$ cat src/design/unordered_bag_table_core_macros.svh
// Assertion macros for the unordered bag table core.
// Used by unordered_bag_table_core.sv; expects clk_i and rst_ni in scope.
`ifndef UNORDERED_BAG_TABLE_CORE_MACROS_SVH
`define UNORDERED_BAG_TABLE_CORE_MACROS_SVH

`ifndef SYNTHESIS
`define UBT_ASSERT(lbl, prop) \
  lbl: assert property (@(posedge clk_i) disable iff (!rst_ni) prop) \
    else $error("unordered_bag_table_core: assertion failed");
`define UBT_ASSERT_IMPL(lbl, pre, post) \
  `UBT_ASSERT(lbl, (pre) |-> (post))
`define UBT_ASSERT_NEXT(lbl, pre, post) \
  `UBT_ASSERT(lbl, (pre) |=> (post))
`else
`define UBT_ASSERT(lbl, prop)
`define UBT_ASSERT_IMPL(lbl, pre, post)
`define UBT_ASSERT_NEXT(lbl, pre, post)
`endif

`endif

$ cat src/design/ubt_pkg.sv
// Package for the unordered bag table core: command and status codes,
// field widths and parameter defaults. No dependencies.
package ubt_pkg;

  localparam int UBT_DEPTH      = 16;
  localparam int UBT_VALUE_BITS = 32;

  localparam int CMD_W   = 2;
  localparam int VAL_W   = 32;
  localparam int STAT_W  = 2;
  localparam int CAP_W   = 5;
  localparam int CNTF_W  = 5;
  localparam int IDXF_W  = 4;

  localparam logic [CAP_W-1:0] CAP_RESET = 5'd16;

  localparam logic [CMD_W-1:0] CMD_ADD    = 2'd0;
  localparam logic [CMD_W-1:0] CMD_REMOVE = 2'd1;
  localparam logic [CMD_W-1:0] CMD_CLEAR  = 2'd2;
  localparam logic [CMD_W-1:0] CMD_QUERY  = 2'd3;

  localparam logic [STAT_W-1:0] ST_OK       = 2'd0;
  localparam logic [STAT_W-1:0] ST_FULL     = 2'd1;
  localparam logic [STAT_W-1:0] ST_EMPTY    = 2'd2;
  localparam logic [STAT_W-1:0] ST_NOTFOUND = 2'd3;

endpackage

$ cat src/design/unordered_bag_table_core.sv
// Unordered bag table core: bounded multiset held in a one-port-read,
// one-port-write entry memory. Depends on ubt_pkg and the assertion macros.
`include "unordered_bag_table_core_macros.svh"

// One transaction at a time: an accepted item scans the occupied slots of the
// entry memory, one synchronous read per cycle, counting matches and noting
// the first one, then adds, removes (reading the last slot and writing it into
// the matched slot), clears or only reports. The next item is accepted only
// after the last item's result has been loaded into the output register.
// The length of the scan is set by the single read port of the entry memory.
// The result sits in an output register, so a waiting result does not hold
// off the next item's scan until that item is finished. The capacity
// register takes a write in any cycle and is meant to be written while the
// block is idle; capacity above DEPTH behaves as DEPTH.
module unordered_bag_table_core
  import ubt_pkg::*;
#(
  parameter int DEPTH      = UBT_DEPTH,
  parameter int VALUE_BITS = UBT_VALUE_BITS
) (
  input  logic              clk_i,
  input  logic              rst_ni,
  input  logic              cfg_valid_i,
  output logic              cfg_ready_o,
  input  logic [CAP_W-1:0]  cfg_data_i,
  input  logic              in_valid_i,
  output logic              in_stall_o,
  input  logic [CMD_W-1:0]  cmd_i,
  input  logic [VAL_W-1:0]  value_i,
  output logic              out_valid_o,
  input  logic              out_stall_i,
  output logic [STAT_W-1:0] status_o,
  output logic [CNTF_W-1:0] count_o,
  output logic [CNTF_W-1:0] frequency_o,
  output logic              found_o,
  output logic [IDXF_W-1:0] match_index_o
);

  localparam int CNT_W = $clog2(DEPTH + 1);
  localparam int IDX_W = (DEPTH > 1) ? $clog2(DEPTH) : 1;
  localparam int CMP_W = (CNT_W > CAP_W) ? CNT_W : CAP_W;

  localparam logic [2:0] S_IDLE = 3'd0;
  localparam logic [2:0] S_SCAN = 3'd1;
  localparam logic [2:0] S_ACT  = 3'd2;
  localparam logic [2:0] S_MOVE = 3'd3;
  localparam logic [2:0] S_DONE = 3'd4;

  logic [VALUE_BITS-1:0] mem [DEPTH];
  logic [VALUE_BITS-1:0] rd_data_q;

  logic [2:0]            state_q, state_d;
  logic [CMD_W-1:0]      cmd_q;
  logic [VALUE_BITS-1:0] val_q;
  logic [CNT_W-1:0]      ptr_q, ptr_d;
  logic                  pend_q, pend_d;
  logic [IDX_W-1:0]      pidx_q;
  logic [CNT_W-1:0]      freq_q, freq_d;
  logic                  hit_q, hit_d;
  logic [IDX_W-1:0]      first_q, first_d;
  logic [CNT_W-1:0]      cnt_q, cnt_d;
  logic [CAP_W-1:0]      cap_q;

  logic [STAT_W-1:0]     res_status_q, res_status_d;
  logic [CNT_W-1:0]      res_freq_q, res_freq_d;

  logic                  out_valid_q;
  logic [STAT_W-1:0]     out_status_q;
  logic [CNTF_W-1:0]     out_count_q;
  logic [CNTF_W-1:0]     out_freq_q;
  logic                  out_found_q;
  logic [IDXF_W-1:0]     out_index_q;

  logic                  in_accept;
  logic                  out_free;
  logic                  add_ok;
  logic                  load_out;
  logic                  rd_en;
  logic [IDX_W-1:0]      rd_addr;
  logic                  wr_en;
  logic [IDX_W-1:0]      wr_addr;
  logic [VALUE_BITS-1:0] wr_data;
  logic [63:0]           value_ext;
  logic [CMP_W-1:0]      cnt_x, cap_x;
  logic [CNT_W+CNTF_W-1:0] cnt_wide, freq_wide;
  logic [IDX_W+IDXF_W-1:0] first_wide;

  assign in_accept  = in_valid_i && !in_stall_o;
  assign in_stall_o = (state_q != S_IDLE);
  assign out_free   = !out_valid_q || !out_stall_i;
  assign load_out   = (state_q == S_DONE) && out_free;
  assign value_ext  = {32'b0, value_i};

  assign cnt_x  = CMP_W'(cnt_q);
  assign cap_x  = CMP_W'(cap_q);
  assign add_ok = (cnt_x < cap_x) && (cnt_q < CNT_W'(DEPTH));

  assign cfg_ready_o = 1'b1;

  // Entry memory: one read and one write port, registered read data.
  always_ff @(posedge clk_i) begin
    if (wr_en) begin
      mem[wr_addr] <= wr_data;
    end
    if (rd_en) begin
      rd_data_q <= mem[rd_addr];
    end
  end

  always_comb begin
    state_d      = state_q;
    ptr_d        = ptr_q;
    pend_d       = 1'b0;
    freq_d       = freq_q;
    hit_d        = hit_q;
    first_d      = first_q;
    cnt_d        = cnt_q;
    res_status_d = res_status_q;
    res_freq_d   = res_freq_q;
    rd_en        = 1'b0;
    rd_addr      = ptr_q[IDX_W-1:0];
    wr_en        = 1'b0;
    wr_addr      = cnt_q[IDX_W-1:0];
    wr_data      = val_q;

    unique case (state_q)
      S_IDLE: begin
        if (in_accept) begin
          ptr_d   = '0;
          freq_d  = '0;
          hit_d   = 1'b0;
          first_d = '0;
          state_d = S_SCAN;
        end
      end
      S_SCAN: begin
        // Compare the entry read last cycle, issue the next read.
        if (pend_q && rd_data_q == val_q) begin
          freq_d = freq_q + 1'b1;
          if (!hit_q) begin
            hit_d   = 1'b1;
            first_d = pidx_q;
          end
        end
        if (ptr_q != cnt_q) begin
          rd_en  = 1'b1;
          ptr_d  = ptr_q + 1'b1;
          pend_d = 1'b1;
        end else begin
          state_d = S_ACT;
        end
      end
      S_ACT: begin
        res_status_d = ST_OK;
        res_freq_d   = freq_q;
        state_d      = S_DONE;
        case (cmd_q)
          CMD_ADD: begin
            if (add_ok) begin
              wr_en      = 1'b1;
              cnt_d      = cnt_q + 1'b1;
              res_freq_d = freq_q + 1'b1;
            end else begin
              res_status_d = ST_FULL;
            end
          end
          CMD_REMOVE: begin
            res_freq_d = '0;
            if (cnt_q == '0) begin
              res_status_d = ST_EMPTY;
            end else if (hit_q) begin
              // Fetch the last slot to move it into the hole.
              cnt_d      = cnt_q - 1'b1;
              rd_en      = 1'b1;
              rd_addr    = cnt_d[IDX_W-1:0];
              res_freq_d = freq_q - 1'b1;
              state_d    = S_MOVE;
            end else begin
              res_status_d = ST_NOTFOUND;
            end
          end
          CMD_CLEAR: begin
            cnt_d      = '0;
            res_freq_d = '0;
          end
          default: begin
          end
        endcase
      end
      S_MOVE: begin
        wr_en   = 1'b1;
        wr_addr = first_q;
        wr_data = rd_data_q;
        state_d = S_DONE;
      end
      S_DONE: begin
        if (out_free) begin
          state_d = S_IDLE;
        end
      end
      default: begin
        state_d = S_IDLE;
      end
    endcase
  end

  always_ff @(posedge clk_i or negedge rst_ni) begin
    if (!rst_ni) begin
      state_q <= S_IDLE;
      pend_q  <= 1'b0;
      cnt_q   <= '0;
      cap_q   <= CAP_RESET;
    end else begin
      state_q <= state_d;
      pend_q  <= pend_d;
      cnt_q   <= cnt_d;
      if (cfg_valid_i && cfg_ready_o) begin
        cap_q <= cfg_data_i;
      end
    end
  end

  always_ff @(posedge clk_i) begin
    if (in_accept) begin
      cmd_q <= cmd_i;
      val_q <= value_ext[VALUE_BITS-1:0];
    end
    ptr_q        <= ptr_d;
    pidx_q       <= ptr_q[IDX_W-1:0];
    freq_q       <= freq_d;
    hit_q        <= hit_d;
    first_q      <= first_d;
    res_status_q <= res_status_d;
    res_freq_q   <= res_freq_d;
  end

  assign cnt_wide   = {{CNTF_W{1'b0}}, cnt_q};
  assign freq_wide  = {{CNTF_W{1'b0}}, res_freq_q};
  assign first_wide = {{IDXF_W{1'b0}}, first_q};

  // Output register: drop on take, load when the slot frees up.
  always_ff @(posedge clk_i or negedge rst_ni) begin
    if (!rst_ni) begin
      out_valid_q <= 1'b0;
    end else if (load_out) begin
      out_valid_q <= 1'b1;
    end else if (!out_stall_i) begin
      out_valid_q <= 1'b0;
    end
  end

  always_ff @(posedge clk_i) begin
    if (load_out) begin
      out_status_q <= res_status_q;
      out_count_q  <= cnt_wide[CNTF_W-1:0];
      out_freq_q   <= freq_wide[CNTF_W-1:0];
      out_found_q  <= hit_q;
      out_index_q  <= hit_q ? first_wide[IDXF_W-1:0] : '0;
    end
  end

  assign out_valid_o   = out_valid_q;
  assign status_o      = out_status_q;
  assign count_o       = out_count_q;
  assign frequency_o   = out_freq_q;
  assign found_o       = out_found_q;
  assign match_index_o = out_index_q;

  `UBT_ASSERT_NEXT(a_accept_leaves_idle, in_accept, state_q == S_SCAN)
  `UBT_ASSERT_IMPL(a_move_needs_hit, state_q == S_MOVE, hit_q && cmd_q == CMD_REMOVE)
  `UBT_ASSERT_IMPL(a_result_from_done, $rose(out_valid_q), $past(state_q == S_DONE))
  `UBT_ASSERT_NEXT(a_add_grows, state_q == S_ACT && cmd_q == CMD_ADD && add_ok,
                   cnt_q == $past(cnt_q) + 1'b1)

endmodule
$ cat config.mk
export PLATFORM = sky130hd
export DESIGN_NAME = unordered_bag_table_core
export DESIGN_NICKNAME = d
export VERILOG_FILES = /design/src/design/ubt_pkg.sv /design/src/design/unordered_bag_table_core.sv
export VERILOG_INCLUDE_DIRS = /design/src /design/src/design
export SDC_FILE = /design/constraint.sdc
export NUM_CORES = 1
export LEC_CHECK = 0
export BUFFER_PORTS_ARGS = -buffer_cell sky130_fd_sc_hd__buf_2
export CAP_MARGIN = 20
export CELL_PAD_IN_SITES_DETAIL_PLACEMENT = 0
export CELL_PAD_IN_SITES_GLOBAL_PLACEMENT = 2
export CORE_ASPECT_RATIO = 2
export CORE_UTILIZATION = 48
export CTS_BUF_LIST = sky130_fd_sc_hd__clkbuf_8
export CTS_CLUSTER_SIZE = 40
export DETAILED_ROUTE_END_ITERATION = 16
export GPL_TIMING_DRIVEN = 0
export PLACE_DENSITY_LB_ADDON = 0.1
export RECOVER_POWER = 100
export SLEW_MARGIN = 10
export SYNTH_ARGS = -nofsm -noshare
export SYNTH_HDL_FRONTEND = slang
export SYNTH_SLANG_ARGS = --single-unit
$ cat constraint.sdc
create_clock -name clk_i -period 5.05 [get_ports clk_i]
set_input_delay 0.505 -clock clk_i [delete_from_list [all_inputs] [get_ports clk_i]]
set_output_delay 0.505 -clock clk_i [all_outputs]
set_load 0.005 [all_outputs]
==> metrics.md, run 1 <==
| Metric | Value |
|---|---|
| Status | finished, violations left |
| Failing checks | max-capacitance violations, max-slew violations |
| Fin. Hold Viols | 0 |
| Nets | 2,078 |
| Die area | 56,120 um^2 |
| Startpoint Class | register |
| Vias | 17,110 |
| Max-cap violations | 16 |
| Top cells by area, synth | edfxtp_1, nand2_1, mux2i_1 |
| Core footprint | 54,500 um^2 |
| Drt first pass iters | 6 |
| Worst skew pair latency | 0.68 ns |
| Antenna violations before repair | 1 |
| Clock transition at path regs | 0.06 ns |
| Primary FF master, synth | edfxtp_1 |
| Mean routed wirelength per cell | 30.77 um |
| First-pass GRT wire length | 120,000 um |
| DRT iter0 DRCs | 1,483 |
| Sequential share of the synthesized area | 0.7176 |
| Final worst path period need | 4.525 ns |
| RePlAce Congestion | 0.8568 |
| Most frequent cells in the layout | edfxtp_1, nand2_1, o21ai_0 |
| Unrepaired setup endpoints after global routing | no |
| Layout Skew | 0.03085 ns |
| WP data required | 5.41 ns |
| Crit path from | cnt_q[4] |
| Post-synth EDFFs | 617 |
| Mapped Nets | 1,856 |
| Routed Wire Length | 85,200 um |
| Antenna Nets Post-Route | 0 |
| HP Class | primary input to register |
| Critical path peak fanout | 17 |
| Fin. max-slew vios | 241 |
| H-Tree Depth | 3 |
| Initial Util | 0.4854 |
| Fin crit share | 0.8961 |
| Share of layout cells above drive strength 1 | 0.1267 |
| Design Area, Final | 30,150 um^2 |
| # DRC | 0 |
| Setup violators final | 0 |
| Cells after Synth | 1,799 |
| Crit Reg-Reg Startpoint | cnt_q[4] |
| Hold-fix buffers, CTS | 34 |
| Clk Tree Root Cell | clkbuf_8 |
| Area delta synth->final | 13.96% |
| Power Dens Cells | 563.1 nW/um^2 |
| I/O Pins | 64 |
| Die extent in x | 168.0 um |
| CTS max path bufs | 3 |
| Crit path arrival time | 4.88 ns |
| Commonest non-fill, non-tap cell in the layout | edfxtp_1 |
| Actual slew at the worst max-slew pin | 2.314 ns |
| Hold path start | cfg_data_i[2] |
| Fmax | 0.2210 GHz |
| Die height | 334.0 um |
| CP Capture Type | register |
| Largest net degree at the start of global routing | 33 |
| All-Layer GR Usage | 0.3087 |
| Setup_tns | 0 ns |
| CTS Buf Count | 91 |
| Setup CP Type | register to register |
| Synthesis warning total | 0 |
| TritonCTS clock tree | done |
| Detail Placement HPWL | 57,460 um |
| Share of the synthesized area in the top cell type | 0.7003 |
| Leakage | 10.39 nW |
| Placed Area | 28,480 um^2 |
| Via count of the first global-routing pass | 17,320 |
| Via/cell ratio | 6.180 |
| Remaining global-route overflow | 0 |
| Synth unique cells | 72 |
| Yosys top cell by area | edfxtp_1 |
| Pwr Total | 16.98 mW |
| Fillcell total | 4,577 |
| IO Port Bufs | 61 |
| Post-CTS Setup Bufs | 0 |
| VDD IR-drop max | 276.7 uV |
| Site Rows | 121 |
| Post-synthesis cell area | 26,460 um^2 |
| Post-synth ARST share | 0.02358 |
| Clk sinks | 636 |
| Synth Register Bits | 636 |
| PostCTS Resize Cnt | 0 |
| Fin Hold WS | 0.04628 ns |
| Relative slew slack | -0.5487 |
| Syn Area/Cell | 14.71 um^2 |
## per-layer routing
| layer | vias up | global-route usage | routed length [um] |
|---|---|---|---|
| li1 | 7437 | - | - |
| met1 | 8659 | 0.3441 | 29870 |
| met2 | 776 | 0.5637 | 45100 |
| met3 | 240 | 0.04509 | 5394 |
| met4 | 0 | 0.1649 | 4838 |
| met5 | - | 0 | 0 |
## cell families (layout without fill, tap and decap cells)
logic type	after synthesis	count (layout)	share of synthesized area
AOI/OAI and AO/OA	463	463	0.1229
xor gates and xnor gates	43	43	0.01424
adders and majority gates	13	13	0.006148
buffers and inverters	141	434	0.02705
DFF	636	636	0.7176
muxes	103	103	0.04058
other	1	2	0.0001417
and+or+nand+nor	399	399	0.07132
## report_power, final
part	switching, mW	leakage [nW]	internal (mW)
Sequential	0.255	5.81	6.85
Clock	1.98	0.947	1.84
Combinational	4.25	3.63	1.80
## worst paths after layout
check                              endpoint  slack (ns)  cells after the start
worst max-delay path            mem[14][18]        0.52                      6
worst min register to register    pidx_q[3]        0.38                      0
min in group asynchronous        state_q[0]        0.47                      2
worst min-delay path               cap_q[2]        0.05                      3
max in group asynchronous          cap_q[3]        4.01                      2
worst max register to register  mem[14][18]        0.52                      6
## sequential cells by signal (all words and copies together) (netlist names), 3 cells and up
name	cells
mem	512
cap_q	5
state_q	3
frequency_o	5
first_q	4
rd_data_q	32
res_freq_q	5
match_index_o	4
count_o	5
val_q	32
ptr_q	5
pidx_q	4
cnt_q	5
freq_q	5
## cell usage after synthesis (4+ instances only)
master,n
o21ai_0,110
nand3_1,106
a221oi_1,32
a2bb2o_1,32
ha_1,13
a31oi_1,36
nand3b_1,4
inv_1,20
or3_1,4
clkbuf_1,61
buf_1,10
edfxtp_1,617
dfrtp_1,14
nand2b_1,8
dfxtp_1,4
nor4_1,5
and2_1,11
nor2_1,34
nor3_1,8
a211o_1,35
nand4_1,8
a21oi_1,79
buf_6,18
xnor2_1,26
xor2_1,17
o2111ai_1,32
nand2_1,193
a211oi_1,5
a21o_1,66
buf_2,27
mux2i_1,69
mux2_2,34
## through the flow
stage | utilization | setup slack [ns] | cells
after floorplan | - | 1.546 | 1799
after global placement | 0.5065 | -1.291 | 2536
after global routing | 0.5532 | 0.3375 | 2769
after CTS | 0.5590 | 0.7542 | 2768
after detailed placement | 0.5225 | 0.7584 | 2570
final | 0.5532 | 0.5249 | 2769
## worst max-delay path, stage by stage (launching register included)
cell      delay, ns
dfrtp_1        0.58
ha_1           0.31
a211oi_1       0.31
o211ai_1       0.43
o31a_1         0.52
nor2_1         1.73
buf_12         0.28
## final cells by class
class,instances,area [um^2],area share
flip-flops and latches,636,18980,0.6297
multi-input cells,1022,6808,0.2258
clock buffers,95,1308,0.04337
repair buffers,129,1150,0.03814
well taps,676,845.8,0.02805
plain buffers,120,630.6,0.02092
clock inverters,69,340.3,0.01129
inverters,21,80.08,0.002656
diodes,1,2.502,0.00008300
No activity file was read; power rests on OpenSTA's default activity.
==> inputs of run 2 (changes only) <==
==> constraint.sdc (replaced) <==
create_clock -name clk_i -period 5.01 [get_ports clk_i]
set_input_delay 0.501 -clock clk_i [delete_from_list [all_inputs] [get_ports clk_i]]
set_output_delay 0.501 -clock clk_i [all_outputs]
set_load 0.005 [all_outputs]
==> metrics.md, run 2 (synthesized netlist as in run 1, its figures left out) <==
| Metric | Value |
|---|---|
| Status | finished, violations left |
| Failing checks | max-capacitance violations, max-slew violations |
| Buf/Inv on CP | 1 |
| Nets | 2,078 |
| Worst Setup Slack, final | 0.4535 ns |
| Sw Ratio | 0.3817 |
| Fin. Hold Viols | 0 |
| Fin crit share | 0.9095 |
| IO Port Bufs | 61 |
| RePlAce Congestion | 0.8568 |
| Fillcell total | 4,579 |
| Mean routed wirelength per cell | 30.79 um |
| Clk Tree Root Cell | clkbuf_8 |
| Clk sinks | 636 |
| Vias | 17,110 |
| Place WS | 0.7184 ns |
| Unrepaired setup endpoints after global routing | no |
| Die extent in x | 168.0 um |
| FF-to-FF setup slack | 0.45 ns |
| Setup CP Type | register to register |
| Via count of the first global-routing pass | 17,320 |
| Met3 Use GR | 0.04509 |
| Layout Skew | 0.03025 ns |
| CP Capture Type | register |
| Comb pwr share | 0.356 |
| H-Tree Depth | 3 |
| Worst stage delay on the critical path | 1.70 ns |
| I/O Pins | 64 |
| Sequential share of power | 0.419 |
| HP Class | primary input to register |
| Commonest non-fill, non-tap cell in the layout | edfxtp_1 |
| First-pass GRT wire length | 120,000 um |
| GRT met1 Usage | 0.3441 |
| Final worst path period need | 4.556 ns |
| Via/cell ratio | 6.179 |
| Setup violators final | 0 |
| Multi-input logic area | 6808 um^2 |
| DRT iter0 DRCs | 1,485 |
| GRT busiest layer | met2 |
| Drt first pass iters | 5 |
| Post-CTS Setup Bufs | 0 |
| Area delta synth->final | 13.88% |
| Placed cell count | 2,570 |
| Final Util | 0.5528 |
| Die area | 56,120 um^2 |
| Max-cap violations | 17 |
| Pwr Total | 17.11 mW |
| Worst skew pair latency | 0.68 ns |
| TritonCTS clock tree | done |
| Most flops, register | mem |
| Cell family with most CP delay | simple AND/OR/NAND/NOR gates |
| Antenna Nets Post-Route | 0 |
| Actual slew at the worst max-slew pin | 2.303 ns |
| All-Layer GR Usage | 0.3087 |
| Most frequent cells in the layout | edfxtp_1, nand2_1, o21ai_0 |
| Fin. max-slew vios | 242 |
| Clock transition at path regs | 0.06 ns |
| Power Dens Cells | 568.1 nW/um^2 |
| Hold-fix buffers, CTS | 34 |
| Non-Filler Instances | 2,769 |
| Setup_tns | 0 ns |
| Initial Util | 0.4854 |
| WP data required | 5.37 ns |
| Pint | 10.58 mW |
| Fin Hold WS | 0.04216 ns |
| Net Switching | 6.532 mW |
| Fmax | 0.2195 GHz |
| CP Cell Sequence | ha_1, a211oi_1, o211ai_1, o31a_1, nor2_1, buf_12 |
| CTS max path bufs | 3 |
| Storage cell area | 18,980 um^2 |
| Placed Area | 28,480 um^2 |
| # DRC | 0 |
| Share of layout cells above drive strength 1 | 0.1267 |
| Relative slew slack | -0.5409 |
| Critical path peak fanout | 19 |
| Design Area, Final | 30,130 um^2 |
| Startpoint Class | register |
| Top flop regs | mem: 512 flops, rd_data_q: 32 flops, val_q: 32 flops |
| VDD IR-drop max | 279.1 uV |
| Clk pwr share | 0.225 |
| Slowest-stage cell, CP | nor2_1 |
| Crit path arrival time | 4.92 ns |
| PostCTS Resize Cnt | 0 |
| Core footprint | 54,500 um^2 |
| Max reg flops | 512 |
| Routed Wire Length | 85,250 um |
| Die height | 334.0 um |
| Antenna violations before repair | 1 |
| CTS Buf Count | 91 |
| Site Rows | 121 |
| Met2 Usage GRT | 0.5637 |
| Leakage | 10.38 nW |
| Remaining global-route overflow | 0 |
| Detail Placement HPWL | 57,460 um |
| Largest net degree at the start of global routing | 33 |
run 2: changes by cell type in the layout (fill, tap and decap cells not counted), sizes merged:
cell / before / now
buf: 128 / 127
clkbuf: 181 / 182
run 2: worst register-to-register path, stage by stage, from the launching register on:
cell and delay [ns]:
dfrtp_1 0.58, ha_1 0.31, a211oi_1 0.31, o211ai_1 0.44, o31a_1 0.58, nor2_1 1.70, buf_12 0.30
run 2: area by class of cell:
type | instances | share of cell area
antenna | 1 | 0.00008306
buffer | 120 | 0.02093
clock buffer | 95 | 0.04340
clock inverter | 69 | 0.01130
inverter | 21 | 0.002658
multi-input combinational | 1022 | 0.2260
sequential | 636 | 0.6302
tap | 676 | 0.02808
timing repair buffer | 129 | 0.03742
run 2: final timing paths:
path | start | depth (start not counted) | to
setup / recovery | cnt_q[4] | 6 | mem[13][15]
hold / removal | cfg_data_i[2] | 3 | cap_q[2]
setup reg to reg | cnt_q[4] | 6 | mem[13][15]
hold reg to reg | ptr_q[3] | 0 | pidx_q[3]
max in group asynchronous | rst_ni | 2 | cap_q[3]
min in group asynchronous | rst_ni | 2 | state_q[0]
run 2: per-layer routing:
| layer | vias up | share of wire |
|---|---|---|
| met4 | 0 | 0.056 |
| met1 | 8666 | 0.35 |
| met5 | - | 0 |
| met3 | 231 | 0.062 |
| li1 | 7435 | - |
| met2 | 777 | 0.53 |
run 2: power groups by stage:
stage / combinational, mW / sequential (mW) / clock, mW
after floorplan: 3.56 / 7.19 / 0
after global placement: 5.91 / 7.28 / 0
after detailed placement: 6.17 / 7.26 / 0
after CTS: 6.21 / 7.15 / 3.92
after global routing: 6.43 / 7.21 / 4.11
final: 6.10 / 7.16 / 3.85
